==> src/design/assert_macros.svh <==
// -----------------------------------------------------------------------------
// assert_macros.svh
// Assertion helpers for the ROI window block. Define NO_ASSERTIONS to drop
// every check from the build.
// -----------------------------------------------------------------------------
`ifndef ASSERT_MACROS_SVH
`define ASSERT_MACROS_SVH
`ifndef NO_ASSERTIONS
// Property must hold at every sampled clock edge outside reset.
`define ASSERT_HOLDS(lbl, clk, rst_n, prop) \
	lbl: assert property (@(posedge clk) disable iff (!rst_n) prop) \
		else $error("assertion failed");
// Expression must never be true at a sampled clock edge outside reset.
`define ASSERT_NEVER(lbl, clk, rst_n, expr) \
	lbl: assert property (@(posedge clk) disable iff (!rst_n) !(expr)) \
		else $error("forbidden condition seen");
`else
`define ASSERT_HOLDS(lbl, clk, rst_n, prop)
`define ASSERT_NEVER(lbl, clk, rst_n, expr)
`endif
`endif

==> src/design/rwq_pkg.sv <==
// -----------------------------------------------------------------------------
// rwq_pkg
// Shared types and constants of the ROI window block.
// -----------------------------------------------------------------------------
`timescale 1ns / 1ps

package rwq_pkg;

	localparam int COORD_W    = 15;
	localparam int PIX_W      = 11;
	localparam int SCALE_W    = 8;
	localparam int CFG_IDX_W  = 3;
	localparam int CFG_DATA_W = 11;

	// Register indexes
	localparam logic [CFG_IDX_W-1:0] CFG_WIDTH_SCALE   = 3'd0;
	localparam logic [CFG_IDX_W-1:0] CFG_HEIGHT_SCALE  = 3'd1;
	localparam logic [CFG_IDX_W-1:0] CFG_MIN_HEIGHT_PX = 3'd2;
	localparam logic [CFG_IDX_W-1:0] CFG_FRAME_WIDTH   = 3'd3;
	localparam logic [CFG_IDX_W-1:0] CFG_FRAME_HEIGHT  = 3'd4;

	// Reset values
	localparam logic [SCALE_W-1:0] RST_WIDTH_SCALE   = 8'd160;
	localparam logic [SCALE_W-1:0] RST_HEIGHT_SCALE  = 8'd80;
	localparam logic [PIX_W-1:0]   RST_MIN_HEIGHT_PX = 11'd50;
	localparam logic [PIX_W-1:0]   RST_FRAME_WIDTH   = 11'd1280;
	localparam logic [PIX_W-1:0]   RST_FRAME_HEIGHT  = 11'd1024;

	typedef struct packed {
		logic               op;
		logic [COORD_W-1:0] c0_x;
		logic [COORD_W-1:0] c0_y;
		logic [COORD_W-1:0] c1_x;
		logic [COORD_W-1:0] c1_y;
		logic [COORD_W-1:0] c2_x;
		logic [COORD_W-1:0] c2_y;
		logic [COORD_W-1:0] c3_x;
		logic [COORD_W-1:0] c3_y;
	} item_t;

	typedef struct packed {
		logic [PIX_W-1:0] left;
		logic [PIX_W-1:0] top;
		logic [PIX_W-1:0] right;
		logic [PIX_W-1:0] bottom;
	} result_t;

	typedef struct packed {
		logic [SCALE_W-1:0] width_scale;
		logic [SCALE_W-1:0] height_scale;
		logic [PIX_W-1:0]   min_height_px;
		logic [PIX_W-1:0]   frame_width;
		logic [PIX_W-1:0]   frame_height;
	} cfg_t;

endpackage

==> src/design/rwq_window.sv <==
// -----------------------------------------------------------------------------
// rwq_window
// Back end: height floor, expansion products, edge offset and frame clamp.
// -----------------------------------------------------------------------------
`timescale 1ns / 1ps

module rwq_window #(
	parameter int SW   = 17,
	parameter int RW   = 17,
	parameter int FRAC = 4
) (
	input  logic             clk,
	input  logic             arst_n,
	input  rwq_pkg::cfg_t    cfg,
	input  logic             src_valid,
	input  logic             src_op,
	input  logic [SW-1:0]    src_sx,
	input  logic [SW-1:0]    src_sy,
	input  logic [RW-1:0]    src_wlen,
	input  logic [RW-1:0]    src_hlen,
	output logic             dst_valid,
	output rwq_pkg::result_t dst_result
);
	import rwq_pkg::*;

	localparam int HMW = PIX_W + FRAC + 1;
	localparam int HW  = (RW > HMW) ? RW : HMW;
	localparam int PW  = HW + SCALE_W;
	localparam int BW  = SW + 3;
	localparam int EW  = ((BW > PW) ? BW : PW) + 1;
	localparam int SH  = FRAC + 5;
	localparam int PXW = EW - SH;
	localparam int CLW = (PXW > PIX_W) ? PXW : PIX_W;

	logic [HW-1:0] hmin, hraw;
	logic [EW-1:0] bx, by, ox, oy;
	result_t       win;

	logic          valid_s1, valid_s2, valid_s3;
	logic          op_s1, op_s2;
	logic [SW-1:0] sx_s1, sy_s1, sx_s2, sy_s2;
	logic [HW-1:0] wlen_s1, hlen_s1;
	logic [PW-1:0] ox_s2, oy_s2;
	result_t       res_s3;

	// floor to whole pixels, clamp to [0, limit]
	function automatic logic [PIX_W-1:0] clamp_px(input logic [EW-1:0] m,
			input logic neg, input logic [PIX_W-1:0] limit);
		logic [PXW-1:0] p;
		p = m[EW-1:SH];
		if (neg) begin
			clamp_px = '0;
		end else if (CLW'(p) > CLW'(limit)) begin
			clamp_px = limit;
		end else begin
			clamp_px = PIX_W'(p);
		end
	endfunction

	always_comb begin
		hmin = HW'(cfg.min_height_px) << (FRAC + 1);
		hraw = HW'(src_hlen);
		bx   = EW'({sx_s2, 3'b000});
		by   = EW'({sy_s2, 3'b000});
		ox   = EW'(ox_s2);
		oy   = EW'(oy_s2);
		win.left   = clamp_px(bx - ox, bx < ox, cfg.frame_width);
		win.top    = clamp_px(by - oy, by < oy, cfg.frame_height);
		win.right  = clamp_px(bx + ox, 1'b0, cfg.frame_width);
		win.bottom = clamp_px(by + oy, 1'b0, cfg.frame_height);
		if (op_s2) begin
			win.left   = '0;
			win.top    = '0;
			win.right  = cfg.frame_width;
			win.bottom = cfg.frame_height;
		end
	end

	always_ff @(posedge clk or negedge arst_n) begin
		if (!arst_n) begin
			valid_s1 <= 1'b0;
			valid_s2 <= 1'b0;
			valid_s3 <= 1'b0;
		end else begin
			valid_s1 <= src_valid;
			valid_s2 <= valid_s1;
			valid_s3 <= valid_s2;
		end
	end

	always_ff @(posedge clk) begin
		op_s1   <= src_op;
		sx_s1   <= src_sx;
		sy_s1   <= src_sy;
		wlen_s1 <= HW'(src_wlen);
		hlen_s1 <= (hraw < hmin) ? hmin : hraw;

		op_s2 <= op_s1;
		sx_s2 <= sx_s1;
		sy_s2 <= sy_s1;
		ox_s2 <= PW'(wlen_s1) * PW'(cfg.width_scale);
		oy_s2 <= PW'(hlen_s1) * PW'(cfg.height_scale);

		res_s3 <= win;
	end

	assign dst_valid  = valid_s3;
	assign dst_result = res_s3;

endmodule

==> config.mk <==
export PLATFORM = sky130hd
export DESIGN_NAME = rwq_window
export DESIGN_NICKNAME = d
export VERILOG_FILES = /design/src/design/assert_macros.svh /design/src/design/rwq_pkg.sv /design/src/design/rwq_window.sv
export SDC_FILE = /design/constraint.sdc
export NUM_CORES = 1
export LEC_CHECK = 0
export BUFFER_PORTS_ARGS = -buffer_cell sky130_fd_sc_hd__buf_2
export CAP_MARGIN = 20
export CORE_ASPECT_RATIO = 0.5
export CORE_UTILIZATION = 61
export DETAILED_ROUTE_END_ITERATION = 8
export PLACE_DENSITY = 0.82
export RECOVER_POWER = 25
export SLEW_MARGIN = 20
export SYNTH_ARGS = -nofsm -noshare
export SYNTH_HDL_FRONTEND = slang
export SYNTH_SLANG_ARGS = --single-unit
export TNS_END_PERCENT = 10
==> constraint.sdc <==
create_clock -name clk -period 7 [get_ports clk]
set_input_delay 0.7 -clock clk [delete_from_list [all_inputs] [get_ports clk]]
set_output_delay 0.7 -clock clk [all_outputs]
set_load 0.005 [all_outputs]
==> flow_metrics.tcl <==
set metrics [dict create \
    finalSetupViolations 0 \
    antenna_cells 0 \
    cts.sinks 201 \
    yosys_warnings 0 \
    cap_viol_max_count 0 \
    vias 12756 \
    async_reset_ff_share_pct 1.49 \
    ios 166 \
    synth_top_area_share_pct 22.7 \
    synth_area_leaders "dfxtp_1, fa_1, ha_1, and2_1, inv_1" \
    synth_top_area_cell "dfxtp_1" \
    gr-total-overflow 0 \
    cp_data_arrival_time_ps 6300 \
    syn_area_sq_mm 0.0175 \
    die_width_um 242 \
    clk_pin_slew_ps 70 \
    rsz0062_at_grt "no" \
    finalHoldViolCount 0 \
    clock_latency_ps 520 \
    hold_depth 1 \
    endpoint_kind "flip-flop" \
    cts_buffers 21 \
    finalNonFillerCells 2400 \
    dp_hpwl_um 28000 \
    period_minus_slack_ps 5850 \
    rr_worst_depth 17 \
    ys_seq_area_share_pct 23.1 \
    grt_first_pass_wirelength_um 60400 \
    synthTopCellsByCount "inv_1, and2_1, ha_1" \
    drtIter0Drc 558 \
    synth_flop_cell "dfxtp_1" \
    drive_gt1_share_pct 12.2 \
    slew_viol_final 0 \
    placed_cell_area_sq_mm 0.0187 \
    rows 43 \
    grt_pass1_vias 13278 \
    root_buffer "clkbuf_16" \
    nets 2518 \
    wl_um 34900 \
    drtAntennaViolNets 0 \
    hp-start "src_wlen[9]" \
    synth_edf_count 0 \
    r2r_start "wlen_s1[4]" \
    antenna_found_initial 0 \
    maxSlewHeadroom_pct 43.5 \
    tns_ps 0 \
    tritoncts "built" \
    p_per_area_mw_per_mm2 405 \
    clock_path_buffers 3 \
    ys_seq_elements 201 \
    avgSynthCellArea_sq_um 9.46 \
    drc_errors 0 \
    die_h_um 122 \
    firstDrtPassIters 6 \
    crit_type "reg2reg" \
    period_share_pct 83.6 \
    worstPathMaxFanout 8 \
    grt_max_degree 18 \
    hold_ws_ps 273 \
    finalInstanceArea_sq_mm 0.0193 \
    gp_congestion 0.910 \
    r2r_setup_slack_ps 1150 \
    cts_setup_buffers 0 \
    fp.dieArea_sq_mm 0.0294 \
    cts_resized 0 \
    hold_path.class "in2reg" \
    outcome "finished, final reports clean" \
    critPathRequiredTime_ps 7450 \
    area_growth_syn_to_layout_pct 10.5 \
    place_inst 2363 \
    port_buffers 165 \
    synth_cells 1850 \
    leakage_nw 9.78 \
    holdPathEnd "wlen_s1[9]" \
    wl_per_cell_um 14.5 \
    syn_nets 2363 \
    ir_drop_v 0.000249 \
    synth.distinct_cells 79 \
    coreArea_sq_mm 0.0279 \
    r2r-end "ox_s2[24]" \
    viasPerCell 5.32 \
    skew_ps 17.2 \
    worstMarginPinSlew_ps 840 \
    grt_usage_pct 24.9 \
    max_freq_mhz 171 \
    yosysMostFrequentCell "inv_1" \
    cts.htree.levels 1 \
    cp-start-kind "flip-flop" \
    initial_utilization_pct 62.7 \
]
[layout by cell type (no fill, tap or decap), types with 13 or more instances in the layout]
master and count:
mux2i_1 15, mux2_2 22, fa_1 180, nand2_1 84
nand4_1 13, nor2_1 69, and3_1 14, o21a_1 13
dfxtp_1 198, nor3_1 35, nor2b_1 22, nand3_1 15
and2_1 226, a21oi_1 75, o21ai_0 38, clkbuf_16 21
xor2_1 21, a21o_1 24, ha_1 212, nand2b_1 16
inv_1 312, xnor2_1 58, buf_2 163, o21bai_1 18
[report_power, final]
group          leakage (nW)  switching (mW)  internal, mW  total [mW]
registers              1.70           0.148          1.40        1.55
logic                  7.75            2.89          2.30        5.19
clock network         0.328           0.460         0.638        1.10
[sequential cells by signal, indices dropped and copies added, names as in the netlist]
name        count
op_s2           1
hlen_s1        17
dst_valid       1
sx_s1          17
sy_s2          17
op_s1           1
sy_s1          17
valid_s2        1
valid_s1        1
ox_s2          25
oy_s2          25
dst_result     44
sx_s2          17
wlen_s1        17
[routing by layer]
layer | vias up | routed length (um) | track usage, %
li1 | 6292 | - | -
met1 | 6107 | 14700 | 29.1
met2 | 281 | 17500 | 46.7
met3 | 76 | 1640 | 4.45
met4 | 0 | 1020 | 7.72
met5 | - | 0 | 0
[kinds of logic (layout without fill, tap and decap cells)]
logic type,after synthesis,count (layout),share of synthesized area [%]
AO/OA/AOI/OAI,252,252,9.88
flip-flops,201,201,23.1
multiplexers,46,46,3.05
AND/OR/NAND/NOR,531,531,16.6
buffers and inverters,349,517,7.64
XOR/XNOR,79,79,3.95
adder cells (fa/ha/maj),392,392,35.8
[how the worst max path moves through the flow]
stage | start | to | slack [ps] | depth (start not counted)
global route | wlen_s1[2] | ox_s2[24] | 830 | 17
floorplan | cfg[45] | ox_s2[24] | 1450 | 18
CTS | wlen_s1[4] | ox_s2[24] | 1220 | 17
detailed placement | cfg[48] | ox_s2[24] | 780 | 18
finish | wlen_s1[4] | ox_s2[24] | 1150 | 17
global placement | cfg[48] | ox_s2[24] | 960 | 18
[metrics by stage]
step | setup slack (ps) | utilization, % | total power, mW
after floorplan | 1450 | - | 5.64
after global placement | 957 | 66.8 | 6.57
after detailed placement | 785 | 66.8 | 6.70
after CTS | 1220 | 69.3 | 7.87
after global routing | 833 | 69.3 | 8.70
final | 1150 | 69.3 | 7.83
[critical path, stage by stage (launching register included)]
cell	delay [ps]
dfxtp_1	490
and2_1	210
fa_1	460
fa_1	530
fa_1	550
inv_1	50
fa_1	520
inv_1	40
ha_1	360
a2111oi_0	500
o21ai_0	220
a41oi_1	410
o21ai_0	250
o311ai_0	490
a31oi_1	190
a21o_1	210
a21oi_1	160
xnor2_1	130
[area by class of cell]
type,count,area [sq um]
clock inverter,10,114
timing repair buffer,168,848
fill,2165,8590
inverter,313,1170
sequential,201,4040
tap,382,478
multi-input combinational,1300,12100
clock buffer,26,554
[timing repair]
action                                  CTS  global route
hold buffers                              1             0
hold endpoints to repair                  3             0
endpoints found under the setup margin    0             0
Power figures use the tool's default switching activity.
