**src/design/assert_macros.svh**
```systemverilog
// -----------------------------------------------------------------------------
// assert_macros.svh
// Assertion helpers for the ROI window block. Define NO_ASSERTIONS to drop
// every check from the build.
// -----------------------------------------------------------------------------
`ifndef ASSERT_MACROS_SVH
`define ASSERT_MACROS_SVH
`ifndef NO_ASSERTIONS
// Property must hold at every sampled clock edge outside reset.
`define ASSERT_HOLDS(lbl, clk, rst_n, prop) \
	lbl: assert property (@(posedge clk) disable iff (!rst_n) prop) \
		else $error("assertion failed");
// Expression must never be true at a sampled clock edge outside reset.
`define ASSERT_NEVER(lbl, clk, rst_n, expr) \
	lbl: assert property (@(posedge clk) disable iff (!rst_n) !(expr)) \
		else $error("forbidden condition seen");
`else
`define ASSERT_HOLDS(lbl, clk, rst_n, prop)
`define ASSERT_NEVER(lbl, clk, rst_n, expr)
`endif
`endif

```
**src/design/rwq_pkg.sv**
```systemverilog
// -----------------------------------------------------------------------------
// rwq_pkg
// Shared types and constants of the ROI window block.
// -----------------------------------------------------------------------------
`timescale 1ns / 1ps

package rwq_pkg;

	localparam int COORD_W    = 15;
	localparam int PIX_W      = 11;
	localparam int SCALE_W    = 8;
	localparam int CFG_IDX_W  = 3;
	localparam int CFG_DATA_W = 11;

	// Register indexes
	localparam logic [CFG_IDX_W-1:0] CFG_WIDTH_SCALE   = 3'd0;
	localparam logic [CFG_IDX_W-1:0] CFG_HEIGHT_SCALE  = 3'd1;
	localparam logic [CFG_IDX_W-1:0] CFG_MIN_HEIGHT_PX = 3'd2;
	localparam logic [CFG_IDX_W-1:0] CFG_FRAME_WIDTH   = 3'd3;
	localparam logic [CFG_IDX_W-1:0] CFG_FRAME_HEIGHT  = 3'd4;

	// Reset values
	localparam logic [SCALE_W-1:0] RST_WIDTH_SCALE   = 8'd160;
	localparam logic [SCALE_W-1:0] RST_HEIGHT_SCALE  = 8'd80;
	localparam logic [PIX_W-1:0]   RST_MIN_HEIGHT_PX = 11'd50;
	localparam logic [PIX_W-1:0]   RST_FRAME_WIDTH   = 11'd1280;
	localparam logic [PIX_W-1:0]   RST_FRAME_HEIGHT  = 11'd1024;

	typedef struct packed {
		logic               op;
		logic [COORD_W-1:0] c0_x;
		logic [COORD_W-1:0] c0_y;
		logic [COORD_W-1:0] c1_x;
		logic [COORD_W-1:0] c1_y;
		logic [COORD_W-1:0] c2_x;
		logic [COORD_W-1:0] c2_y;
		logic [COORD_W-1:0] c3_x;
		logic [COORD_W-1:0] c3_y;
	} item_t;

	typedef struct packed {
		logic [PIX_W-1:0] left;
		logic [PIX_W-1:0] top;
		logic [PIX_W-1:0] right;
		logic [PIX_W-1:0] bottom;
	} result_t;

	typedef struct packed {
		logic [SCALE_W-1:0] width_scale;
		logic [SCALE_W-1:0] height_scale;
		logic [PIX_W-1:0]   min_height_px;
		logic [PIX_W-1:0]   frame_width;
		logic [PIX_W-1:0]   frame_height;
	} cfg_t;

endpackage

```
**src/design/rwq_sqrt_stage.sv**
```systemverilog
// -----------------------------------------------------------------------------
// rwq_sqrt_stage
// One root bit of the width and height square roots, with side data.
// -----------------------------------------------------------------------------
`timescale 1ns / 1ps

module rwq_sqrt_stage #(
	parameter int QW     = 33,
	parameter int RW     = 17,
	parameter int BIT    = 16,
	parameter int SIDE_W = 35
) (
	input  logic              clk,
	input  logic              arst_n,
	input  logic              src_valid,
	input  logic [SIDE_W-1:0] src_side,
	input  logic [QW-1:0]     src_rem_w,
	input  logic [RW-1:0]     src_root_w,
	input  logic [QW-1:0]     src_rem_h,
	input  logic [RW-1:0]     src_root_h,
	output logic              dst_valid,
	output logic [SIDE_W-1:0] dst_side,
	output logic [QW-1:0]     dst_rem_w,
	output logic [RW-1:0]     dst_root_w,
	output logic [QW-1:0]     dst_rem_h,
	output logic [RW-1:0]     dst_root_h
);
	import rwq_pkg::*;

	localparam int TW = QW + 1;

	logic [TW-1:0]     trial_w, trial_h;
	logic              take_w, take_h;
	logic              valid_s1;
	logic [SIDE_W-1:0] side_s1;
	logic [QW-1:0]     rem_w_s1, rem_h_s1;
	logic [RW-1:0]     root_w_s1, root_h_s1;

	// (root + 2^BIT)^2 - root^2, root holding only the bits above BIT
	function automatic logic [TW-1:0] trial(input logic [RW-1:0] r);
		trial = (TW'(r) << (BIT + 1)) | (TW'(1) << (2 * BIT));
	endfunction

	always_comb begin
		trial_w = trial(src_root_w);
		trial_h = trial(src_root_h);
		take_w  = TW'(src_rem_w) >= trial_w;
		take_h  = TW'(src_rem_h) >= trial_h;
	end

	always_ff @(posedge clk or negedge arst_n) begin
		if (!arst_n) begin
			valid_s1 <= 1'b0;
		end else begin
			valid_s1 <= src_valid;
		end
	end

	always_ff @(posedge clk) begin
		side_s1   <= src_side;
		rem_w_s1  <= take_w ? QW'(TW'(src_rem_w) - trial_w) : src_rem_w;
		root_w_s1 <= take_w ? (src_root_w | (RW'(1) << BIT)) : src_root_w;
		rem_h_s1  <= take_h ? QW'(TW'(src_rem_h) - trial_h) : src_rem_h;
		root_h_s1 <= take_h ? (src_root_h | (RW'(1) << BIT)) : src_root_h;
	end

	assign dst_valid  = valid_s1;
	assign dst_side   = side_s1;
	assign dst_rem_w  = rem_w_s1;
	assign dst_root_w = root_w_s1;
	assign dst_rem_h  = rem_h_s1;
	assign dst_root_h = root_h_s1;

endmodule

```
**config.mk**
```make
export PLATFORM = sky130hd
export DESIGN_NAME = rwq_sqrt_stage
export DESIGN_NICKNAME = d
export VERILOG_FILES = /design/src/design/assert_macros.svh /design/src/design/rwq_pkg.sv /design/src/design/rwq_sqrt_stage.sv
export SDC_FILE = /design/constraint.sdc
export NUM_CORES = 1
export LEC_CHECK = 0
export ABC_AREA = 1
export BUFFER_PORTS_ARGS = -buffer_cell sky130_fd_sc_hd__buf_2
export CAP_MARGIN = 20
export CORE_MARGIN = 10
export CORE_UTILIZATION = 25
export CTS_CLUSTER_DIAMETER = 100
export DETAILED_ROUTE_END_ITERATION = 8
export PLACE_DENSITY = 0.62
export SYNTH_ARGS = -nofsm -noshare
export SYNTH_HDL_FRONTEND = slang
export SYNTH_SLANG_ARGS = --single-unit
```
**constraint.sdc**
```tcl
create_clock -name clk -period 0.8 [get_ports clk]
set_input_delay 0.16 -clock clk [delete_from_list [all_inputs] [get_ports clk]]
set_output_delay 0.16 -clock clk [all_outputs]
set_load 0.05 [all_outputs]
```
==> results.md <==
Run status:
- The flow ran to the end, but the final reports show violations.
- The final reports fail on negative setup slack.

Flow run:
- The number of max-cap violations is 0.

Placement:
- The congestion estimate from routability-driven global placement came to 0.903.
- The number of port buffers is 273.
- The HPWL after detailed placement is 17000 microns.
- Once placement finished, the instance area stood at 8650 sq um.
- The total instance count after detailed placement is 1324.

Worst setup path:
- The critical path capture point type is a register.
- Counting both buffers and inverters, the worst setup path holds a total of 3.
- The critical path's slowest cell is ha_4.
- The largest fanout on the critical path is 3.
- STA classifies the critical path startpoint as an input pin.
- Walking the worst path, the cells encountered are buf_2, ha_4, buf_4, nand2_2, buf_4, nor2_1, nand3_2, nand3_2, nand2_1, nand2_1, nand2_2, nand2_1.
- The arrival time of data at the critical path endpoint is 1.59 ns.
- The cell that appears most often on the critical path is nand2_1.
- For this run, the slowest stage of the critical path takes 0.28 ns.
- On the critical path the largest part of the delay comes from simple AND/OR/NAND/NOR gates.
- The required time of the worst setup path is 1.15 ns.
- The category of the most critical setup path is in2reg.

Timing:
- The tightest slew margin relative to the limit is 0.808.
- Setup violations remaining at the end of the flow were counted as 170.
- The fmax is 807 MHz.
- The hold violation count in the final report came to 0.
- The aggregate negative setup slack is -47.26 ns.
- The post-layout worst setup margin is -0.439 ns.
- The transition at the pin with the smallest max-transition slack is 0.287 ns.
- In the finished design, the share of the clock period the worst path needs comes to 1.55.
- The number of pins with negative max-slew slack in the final report came to 0.
- Setup repair after global routing could not meet its margin everywhere.
- The routed design could run at a clock period as short as 1.24 ns.

Worst hold path:
- Counting instances, the worst hold path has a depth of 3.
- The worst hold path endpoint is dst_rem_h[29].
- The class of the tightest hold or removal check is in2reg.
- In this run the most critical hold path is launched from src_rem_h[29].

Clocking:
- After clock tree synthesis, the clock-pin slew on the worst setup and hold paths is 0.06 ns.
- The total CTS buffers is 17.
- TritonCTS built the clock tree.
- The number of sinks driven by the clock tree is 136.
- The tree is rooted in a clkbuf_16.
- The maximum number of buffers from clock root to sink is 2.
- The number of H-tree branching levels is 4.

Yosys:
- During synthesis, Yosys emitted a total of 0 warnings.
- Dividing the synthesized area by the synthesized cell count gives 8.33 sq um.
- After synthesis, the cell types taking the most area are dfxtp_1 (49%), nand2_1 (12%), inv_1 (7.0%), ha_1 (6.8%), nand4_1 (4.6%).
- Counting every net in the synthesized netlist gives 829.
- Of the post-synthesis cell area, the dominant cell type holds 0.493.
- The cell accounting for the most synthesized area is dfxtp_1.
- The synthesized area is 5490 sq um.
- Synthesis handed over a netlist of 659 instances.
- In this run, synthesis produced a sequential element count of 136.
- Of the synthesized area, sequential elements account for 0.497.
- Yosys mapped the design onto 31 distinct sky130hd cell types.

Die:
- Measured along the x axis, the die boundary spans 168 microns.
- The initial utilization of the core area, before any placement, comes to 0.253.
- The core outline area is 21700 sq um.
- The die area is 28300 sq um.
- During I/O placement, the number of pins put on the boundary was 274.
- The height of the die is 168 microns.
- The floorplan has 54 rows.

Layout:
- With fillers left out, the area of the finished cells amounts to 13100 sq um.
- The post-layout instance count excluding filler cells is 1501.
- The area used by sequential logic in the layout is 2900 sq um.
- The net count of the finished layout is 1373.
- The number of fill cells in the layout is 1604.
- The final design utilization is 0.605.
- The area of combinational cells with multiple inputs is 3320 sq um.
- Relative to the synthesized area, the layout overhead comes to 139%.
- In the final layout, the share of cells above drive strength 1 is 0.679.

Route:
- The number of design-rule violations left by the first detailed-router iteration is 277.
- The number of iterations in the first detailed-routing pass is 5.
- The routed design has 26200 microns of wire.
- The count of nets left with antenna violations once routing finished came out at 0.
- The remaining design rule violation count is 0.
- The detailed router placed 6534 vias in this run.
- In the routed layout, each cell is associated on average with a via count of 4.35.
- The wire length per cell is 17.5 microns.

GRT:
- For this run, the total global-route usage over all layers was measured as 0.176.
- Entering global routing, the biggest net connects 18 pins.
- The number of global-route vias before repair is 7224.
- The global route total overflow is 0.
- The first global-routing pass estimated 39400 microns of wire.
- The number of antenna violations at the first check in global routing is 5.

Power and ir drop:
- The power per cell area is 1750 nW/um^2.
- The peak supply drop is 1290 uV.
- The leakage power is 6.30 nW.
-- worst max-delay path by stage --
stage | depth (start not counted) | end | slack (ns) | startpoint
after floorplan | 13 | dst_rem_w[23] | -0.62 | src_root_w[2]
after global placement | 11 | dst_rem_h[26] | -0.94 | src_root_h[11]
after detailed placement | 11 | dst_rem_h[20] | -0.98 | src_root_h[3]
after CTS | 11 | dst_rem_h[17] | -0.36 | src_root_h[2]
after global routing | 12 | dst_rem_h[19] | -0.49 | src_root_h[4]
final | 12 | dst_rem_h[29] | -0.44 | src_rem_h[22]
-- placed cells by master, fill, tap and decap left out, types with 11 or more instances in the layout --
cell and instances:
buf_8 137, dfxtp_2 135, buf_4 127, dlygate4sd3_1 109, nand2_1 106, buf_2 91
nand2_2 68, inv_1 58, buf_6 51, nand4_1 40, inv_2 31, nor2_1 30
ha_4 30, nand2_4 25, clkbuf_16 19, nand3_1 17, nand3_2 14, buf_12 13
nor2_4 11
-- per-layer routing --
metal	routed length, microns	vias up	global-route usage
li1	-	3178	-
met1	9030	3043	0.171
met2	14400	256	0.336
met3	1960	57	0.0589
met4	790	0	0.0617
met5	0	-	0
-- kinds of logic (layout without fill, tap and decap cells) --
group                    after synthesis  after routing  synth area share
AND/OR/NAND/NOR                      341            342             0.295
flip-flops                           136            136             0.497
buffers and inverters                112            668            0.0828
adder cells (fa/ha/maj)               32             32            0.0757
AO/OA/AOI/OAI                         22             22            0.0242
XOR/XNOR                              16             16            0.0255
other                                  0              5                 0
-- flip-flops by register name (all words and copies together), names as in the netlist --
register / count
dst_rem_w: 33
dst_side: 35
dst_rem_h: 33
dst_root_w: 17
dst_root_h: 17
dst_valid: 1
-- power breakdown --
group / internal (mW) / switching (mW) / leakage [nW]
sequential: 7.32 / 0.310 / 1.15
clock: 4.19 / 3.45 / 0.275
combinational: 3.65 / 4.01 / 4.88
-- stage by stage --
step / setup slack, ns / hold WS, ns / total power, mW
3_3_place_gp: -0.942 / -0.0521 / 12.8
5_1_grt: -0.492 / 0.0190 / 23.9
6_report: -0.439 / 0.0244 / 22.9
2_1_floorplan: -0.623 / -0.136 / 10.9
4_1_cts: -0.358 / -0.155 / 22.6
3_5_place_dp: -0.982 / -0.0500 / 12.9
-- synth_stat cells, drive strengths merged --
cell and number:
nand2 202, dfxtp 135, inv 104, nor2 51
nand4 41, nand3 37, ha 30, a21oi 21
xor2 9, buf 8, nor3 8, xnor2 7
fa 2, and2 1, dfrtp 1, nor3b 1
o21ai 1
-- layout make-up --
type                       instances  area share
multi-input combinational        412       0.253
timing repair buffer             532       0.419
clock buffer                      18      0.0335
sequential                       136       0.221
clock inverter                    14     0.00973
tap                              280      0.0267
antenna                            5    0.000954
inverter                         104      0.0359
-- what timing repair did --
item	CTS	global route
pin swaps	84	58
endpoints found under the setup margin	170	170
resized for setup	707	100
hold endpoints to repair	110	1
hold buffers	108	1
buffers inserted	14	12
cloned	4	2
Note: power is estimated with default switching activity, not from simulation.
