--- config.mk ---
export PLATFORM = sky130hd
export DESIGN_NAME = rwq_prep
export DESIGN_NICKNAME = d
export VERILOG_FILES = /design/src/design/assert_macros.svh /design/src/design/rwq_pkg.sv /design/src/design/rwq_prep.sv
export SDC_FILE = /design/constraint.sdc
export NUM_CORES = 2
export LEC_CHECK = 0
export ABC_AREA = 1
export CORE_MARGIN = 10
export CORE_UTILIZATION = 65
export CTS_BUF_LIST = sky130_fd_sc_hd__clkbuf_4 sky130_fd_sc_hd__clkbuf_8
export CTS_CLUSTER_SIZE = 20
export DETAILED_ROUTE_END_ITERATION = 8
export DONT_BUFFER_PORTS = 1
export GPL_ROUTABILITY_DRIVEN = 0
export HOLD_SLACK_MARGIN = 0.03
export PLACE_DENSITY = 0.8
export SETUP_SLACK_MARGIN = 0.1
export SLEW_MARGIN = 20
export SYNTH_ARGS = -nofsm -noshare
export SYNTH_HDL_FRONTEND = slang
export SYNTH_SLANG_ARGS = --single-unit
--- constraint.sdc ---
create_clock -name clk -period 6.25 [get_ports clk]
set_input_delay 0.3125 -clock clk [delete_from_list [all_inputs] [get_ports clk]]
set_output_delay 0.3125 -clock clk [all_outputs]
set_load 0.01 [all_outputs]
--- src/design/assert_macros.svh ---
// -----------------------------------------------------------------------------
// assert_macros.svh
// Assertion helpers for the ROI window block. Define NO_ASSERTIONS to drop
// every check from the build.
// -----------------------------------------------------------------------------
`ifndef ASSERT_MACROS_SVH
`define ASSERT_MACROS_SVH
`ifndef NO_ASSERTIONS
// Property must hold at every sampled clock edge outside reset.
`define ASSERT_HOLDS(lbl, clk, rst_n, prop) \
	lbl: assert property (@(posedge clk) disable iff (!rst_n) prop) \
		else $error("assertion failed");
// Expression must never be true at a sampled clock edge outside reset.
`define ASSERT_NEVER(lbl, clk, rst_n, expr) \
	lbl: assert property (@(posedge clk) disable iff (!rst_n) !(expr)) \
		else $error("forbidden condition seen");
`else
`define ASSERT_HOLDS(lbl, clk, rst_n, prop)
`define ASSERT_NEVER(lbl, clk, rst_n, expr)
`endif
`endif

--- src/design/rwq_pkg.sv ---
// -----------------------------------------------------------------------------
// rwq_pkg
// Shared types and constants of the ROI window block.
// -----------------------------------------------------------------------------
`timescale 1ns / 1ps

package rwq_pkg;

	localparam int COORD_W    = 15;
	localparam int PIX_W      = 11;
	localparam int SCALE_W    = 8;
	localparam int CFG_IDX_W  = 3;
	localparam int CFG_DATA_W = 11;

	// Register indexes
	localparam logic [CFG_IDX_W-1:0] CFG_WIDTH_SCALE   = 3'd0;
	localparam logic [CFG_IDX_W-1:0] CFG_HEIGHT_SCALE  = 3'd1;
	localparam logic [CFG_IDX_W-1:0] CFG_MIN_HEIGHT_PX = 3'd2;
	localparam logic [CFG_IDX_W-1:0] CFG_FRAME_WIDTH   = 3'd3;
	localparam logic [CFG_IDX_W-1:0] CFG_FRAME_HEIGHT  = 3'd4;

	// Reset values
	localparam logic [SCALE_W-1:0] RST_WIDTH_SCALE   = 8'd160;
	localparam logic [SCALE_W-1:0] RST_HEIGHT_SCALE  = 8'd80;
	localparam logic [PIX_W-1:0]   RST_MIN_HEIGHT_PX = 11'd50;
	localparam logic [PIX_W-1:0]   RST_FRAME_WIDTH   = 11'd1280;
	localparam logic [PIX_W-1:0]   RST_FRAME_HEIGHT  = 11'd1024;

	typedef struct packed {
		logic               op;
		logic [COORD_W-1:0] c0_x;
		logic [COORD_W-1:0] c0_y;
		logic [COORD_W-1:0] c1_x;
		logic [COORD_W-1:0] c1_y;
		logic [COORD_W-1:0] c2_x;
		logic [COORD_W-1:0] c2_y;
		logic [COORD_W-1:0] c3_x;
		logic [COORD_W-1:0] c3_y;
	} item_t;

	typedef struct packed {
		logic [PIX_W-1:0] left;
		logic [PIX_W-1:0] top;
		logic [PIX_W-1:0] right;
		logic [PIX_W-1:0] bottom;
	} result_t;

	typedef struct packed {
		logic [SCALE_W-1:0] width_scale;
		logic [SCALE_W-1:0] height_scale;
		logic [PIX_W-1:0]   min_height_px;
		logic [PIX_W-1:0]   frame_width;
		logic [PIX_W-1:0]   frame_height;
	} cfg_t;

endpackage

--- src/design/rwq_prep.sv ---
// -----------------------------------------------------------------------------
// rwq_prep
// Front end: corner sums, edge difference magnitudes, squares and radicands.
// -----------------------------------------------------------------------------
`timescale 1ns / 1ps

module rwq_prep #(
	parameter int CW = 15,
	parameter int SW = 17,
	parameter int DW = 16,
	parameter int QW = 33
) (
	input  logic           clk,
	input  logic           arst_n,
	input  logic           src_valid,
	input  rwq_pkg::item_t src_item,
	output logic           dst_valid,
	output logic           dst_op,
	output logic [SW-1:0]  dst_sx,
	output logic [SW-1:0]  dst_sy,
	output logic [QW-1:0]  dst_qw,
	output logic [QW-1:0]  dst_qh
);
	import rwq_pkg::*;

	logic [CW-1:0]        x0, y0, x1, y1, x2, y2, x3, y3;
	logic signed [SW-1:0] dwx, dwy, dhx, dhy;

	logic          valid_s1, valid_s2, valid_s3;
	logic          op_s1, op_s2, op_s3;
	logic [SW-1:0] sx_s1, sy_s1, sx_s2, sy_s2, sx_s3, sy_s3;
	logic [DW-1:0] awx_s1, awy_s1, ahx_s1, ahy_s1;
	logic [2*DW-1:0] swx_s2, swy_s2, shx_s2, shy_s2;
	logic [QW-1:0] qw_s3, qh_s3;

	function automatic logic [DW-1:0] mag(input logic signed [SW-1:0] d);
		mag = d[SW-1] ? DW'(-d) : DW'(d);
	endfunction

	always_comb begin
		x0 = src_item.c0_x[CW-1:0];
		y0 = src_item.c0_y[CW-1:0];
		x1 = src_item.c1_x[CW-1:0];
		y1 = src_item.c1_y[CW-1:0];
		x2 = src_item.c2_x[CW-1:0];
		y2 = src_item.c2_y[CW-1:0];
		x3 = src_item.c3_x[CW-1:0];
		y3 = src_item.c3_y[CW-1:0];
		// width vector: c1 + c2 - c0 - c3, height vector: c2 + c3 - c1 - c0
		dwx = $signed(SW'(x1) + SW'(x2)) - $signed(SW'(x0) + SW'(x3));
		dwy = $signed(SW'(y1) + SW'(y2)) - $signed(SW'(y0) + SW'(y3));
		dhx = $signed(SW'(x2) + SW'(x3)) - $signed(SW'(x1) + SW'(x0));
		dhy = $signed(SW'(y2) + SW'(y3)) - $signed(SW'(y1) + SW'(y0));
	end

	always_ff @(posedge clk or negedge arst_n) begin
		if (!arst_n) begin
			valid_s1 <= 1'b0;
			valid_s2 <= 1'b0;
			valid_s3 <= 1'b0;
		end else begin
			valid_s1 <= src_valid;
			valid_s2 <= valid_s1;
			valid_s3 <= valid_s2;
		end
	end

	always_ff @(posedge clk) begin
		op_s1  <= src_item.op;
		sx_s1  <= SW'(x0) + SW'(x1) + SW'(x2) + SW'(x3);
		sy_s1  <= SW'(y0) + SW'(y1) + SW'(y2) + SW'(y3);
		awx_s1 <= mag(dwx);
		awy_s1 <= mag(dwy);
		ahx_s1 <= mag(dhx);
		ahy_s1 <= mag(dhy);

		op_s2  <= op_s1;
		sx_s2  <= sx_s1;
		sy_s2  <= sy_s1;
		swx_s2 <= (2*DW)'(awx_s1) * (2*DW)'(awx_s1);
		swy_s2 <= (2*DW)'(awy_s1) * (2*DW)'(awy_s1);
		shx_s2 <= (2*DW)'(ahx_s1) * (2*DW)'(ahx_s1);
		shy_s2 <= (2*DW)'(ahy_s1) * (2*DW)'(ahy_s1);

		op_s3 <= op_s2;
		sx_s3 <= sx_s2;
		sy_s3 <= sy_s2;
		qw_s3 <= QW'(swx_s2) + QW'(swy_s2);
		qh_s3 <= QW'(shx_s2) + QW'(shy_s2);
	end

	assign dst_valid = valid_s3;
	assign dst_op    = op_s3;
	assign dst_sx    = sx_s3;
	assign dst_sy    = sy_s3;
	assign dst_qw    = qw_s3;
	assign dst_qh    = qh_s3;

endmodule

==> impl_metrics.yaml <==
detailed_routing:
  drc_errors: 2
  drtIter0Drc: 3522
  drt-wirelength-per-cell_um: 16.2
  num_vias: 41900
  ant_nets: 0
  viasPerCell: 5.37
  wirelength_um: 126000
  first_pass_iters: 9
timing:
  rsz0062_at_grt: "no"
  hold_violations: 0
  tightest_slew_ns: 0.821
  fin_crit_sh_pct: 95.0
  min_period_ns: 5.94
  finClkSkew_ns: 0.0402
  setup_viol_count_final: 0
  slew_headroom_pct: 45.2
  drv_slew: 0
  max_freq_mhz: 168
  finalSetupTns_ns: 0
die:
  start_util_pct: 65.8
  die_x_um: 304
  core-area_um2: 79400
  fp.dieH_um: 304
  fp.dieArea_um2: 92100
  rows: 103
  io_pins: 226
setup_path:
  r2r_slack_ns: 0.31
  cp.required_ns: 6.79
  path_class: "flip-flop to flip-flop"
  critPathBufInv: 4
  r2r-end: "shy_s2[25]"
  cp-start-kind: "flip-flop"
  cp_common_cell: "fa_1"
  critPathMaxStageDelay_ns: 0.83
  end_kind: "flip-flop"
  r2r_start: "ahy_s1[11]"
  cp_slowest_cell: "dfxtp_1"
  crit_fanout: 17
  cp_cell_sequence: "nand2_1 > fa_1 > fa_1 > inv_1 > fa_1 > fa_1 > fa_1 > inv_1 > fa_1 > inv_1 > ha_1 > nand2_1 > inv_1 > nand3_1 > nor3_1 > nand4_1 > nand3_1 > a21oi_1 > xnor2_1"
  r2r_cells: 19
  arrival_ns: 6.47
  crit_family: "adder cells"
cells_and_area:
  num-fill-cells: 6363
  layout_commonest_cell: "inv_1"
  drive_above_1_share_pct: 3.87
  area_growth_pct: 4.94
  multi_input_comb_area_um2: 37800
  nets: 8199
  seq_area_um2: 7200
  layout_common_cells: "inv_1 (1785), nand2_1 (1484), fa_1 (772)"
placement:
  portBuffers: 0
  dp_hpwl_um: 108000
outcome:
  violations: "design-rule violations"
  status: "complete, but fails checks"
synthesis:
  synth_area_um2: 52300
  ys_async_sr_fraction_pct: 0.838
  synth-seq-cells: 358
  ys_seq_area_share_pct: 13.7
  avgSynthCellArea_um2: 7.77
  synth_nets: 8220
  synth_ff_type: "dfxtp_1"
  ys_types: 50
  yosysWarnings: 0
  synth_enable_flop_cells: 0
  synth_cells: 6726
cts:
  cts_tree: "done"
  clockRootBuffer: "clkbuf_8"
  clk_path_buf_depth: 3
  clk_pin_slew_worst_paths_ns: 0.06
  cts_inserted_buffers: 66
  insertion_delay_ns: 0.67
  numClockSinks: 358
  htree_levels: 3
global_routing:
  grt_pass1_wl_um: 207000
  grt_usage_pct: 27.7
  grt_max_degree: 23
  antenna_found_initial: 7
  busiest_layer: "met2"
  grt_pass1_vias: 42300
  grt_util_met2_pct: 46.1
  overflow: 0
  use_met1_pct: 36.1
  grtUsageMet3_pct: 4.81
hold_path:
  worst_hold_path_type: "input port to flip-flop"
  hold_end: "ahy_s1[0]"
  hold_depth: 3
  worstHoldStart: "src_item[30]"
run:
  drv_cap: 0
-- through the flow --
stage	utilization [%]	setup WS [ns]	hold WS, ns	area (um^2)	std cells
2_1_floorplan	-	0.859	0.0169	52300	6726
5_1_grt	69.1	0.107	0.0888	54800	7803
4_1_cts	69.0	0.361	0.0392	54800	7801
3_3_place_gp	67.2	0.519	0.0170	53300	7681
3_5_place_dp	67.2	0.382	0.0170	53300	7681
6_report	69.1	0.314	0.0875	54800	7803
-- cell type report --
type | instances | area share [%]
timing repair buffer | 41 | 0.589
tap | 1050 | 2.40
multi-input combinational | 4447 | 69.0
sequential | 358 | 13.1
antenna | 2 | 0.00913
clock buffer | 86 | 2.02
inverter | 1791 | 12.3
clock inverter | 28 | 0.607
-- worst register-to-register path: stages, from the launching register on --
cell	delay (ns)
dfxtp_1	0.83
nand2_1	0.26
fa_1	0.56
fa_1	0.57
inv_1	0.07
fa_1	0.50
fa_1	0.51
fa_1	0.49
inv_1	0.05
fa_1	0.47
inv_1	0.04
ha_1	0.33
nand2_1	0.11
inv_1	0.08
nand3_1	0.06
nor3_1	0.29
nand4_1	0.14
nand3_1	0.24
a21oi_1	0.12
xnor2_1	0.13
-- registers in the layout (all words and copies together) (netlist names), 17 cells and up --
| signal | cells |
|---|---|
| dst_qh | 33 |
| dst_qw | 33 |
| shx_s2 | 31 |
| shy_s2 | 31 |
| swx_s2 | 31 |
| swy_s2 | 31 |
| dst_sx | 17 |
| dst_sy | 17 |
| sx_s1 | 17 |
-- Yosys cell counts (4+ instances only) --
master / n / share of area (%)
a31oi_1: 16 / 0.19
o21ai_1: 12 / 0.11
dfxtp_1: 355 / 14
a31o_2: 4 / 0.067
nand3_2: 11 / 0.21
xnor2_1: 61 / 1.0
a21oi_1: 300 / 2.9
and2_1: 10 / 0.12
a21boi_1: 5 / 0.072
o21bai_1: 24 / 0.34
o2111ai_1: 4 / 0.067
o211ai_1: 8 / 0.11
o31ai_1: 7 / 0.10
nand2_4: 5 / 0.11
or2_2: 15 / 0.18
clkbuf_1: 124 / 0.89
ha_1: 598 / 14
o21a_1: 12 / 0.17
a21oi_2: 4 / 0.067
a211oi_1: 4 / 0.057
nand3b_1: 11 / 0.16
nor2_1: 315 / 2.3
a21boi_0: 6 / 0.086
nor4_1: 7 / 0.084
fa_1: 772 / 30
nor2_2: 10 / 0.12
xor2_1: 215 / 3.6
inv_1: 1785 / 13
o21ai_0: 134 / 1.3
inv_2: 6 / 0.043
a21oi_4: 4 / 0.12
nor3_1: 42 / 0.40
a21o_1: 29 / 0.42
nand3_1: 230 / 2.2
nand2_2: 28 / 0.34
nand2_1: 1484 / 11
nand4_1: 43 / 0.51
nor2_4: 6 / 0.13
-- how the worst max path moves through the flow --
| stage | startpoint | end | slack [ns] | depth (start not counted) |
|---|---|---|---|---|
| 3_3_place_gp | awy_s1[13] | swy_s2[31] | 0.52 | 19 |
| 2_1_floorplan | ahx_s1[13] | shx_s2[25] | 0.86 | 20 |
| 4_1_cts | ahx_s1[12] | shx_s2[25] | 0.36 | 18 |
| 3_5_place_dp | ahx_s1[12] | shx_s2[25] | 0.38 | 18 |
| 6_report | ahy_s1[11] | shy_s2[25] | 0.31 | 19 |
| 5_1_grt | awy_s1[10] | swy_s2[31] | 0.11 | 19 |
-- logic make-up (layout without fill, tap and decap cells) --
family / count (synthesis) / in the layout / share of synthesized area [%]
XOR/XNOR: 276 / 276 / 4.63
other: 0 / 2 / 0
AND/OR/NAND/NOR: 2220 / 2220 / 17.6
flip-flops: 358 / 358 / 13.7
buffers and inverters: 1921 / 1946 / 13.9
AO/OA/AOI/OAI: 581 / 581 / 6.31
adder cells (fa/ha/maj): 1370 / 1370 / 43.9
-- what timing repair did --
action,4_1_cts,5_1_grt
buffers inserted,0,0
hold buffers,6,0
setup endpoints to repair,0,8
hold endpoints to repair,7,0
resized for setup,0,11
-- routing by layer --
metal	routed length, um	part of all wire [%]
met5	41	0.033
met4	4330	3.4
met3	10700	8.5
met2	59900	48
met1	51100	41
Power is not shown: default switching activity piles up to over one toggle a cycle in this logic, so the estimate is an artifact.
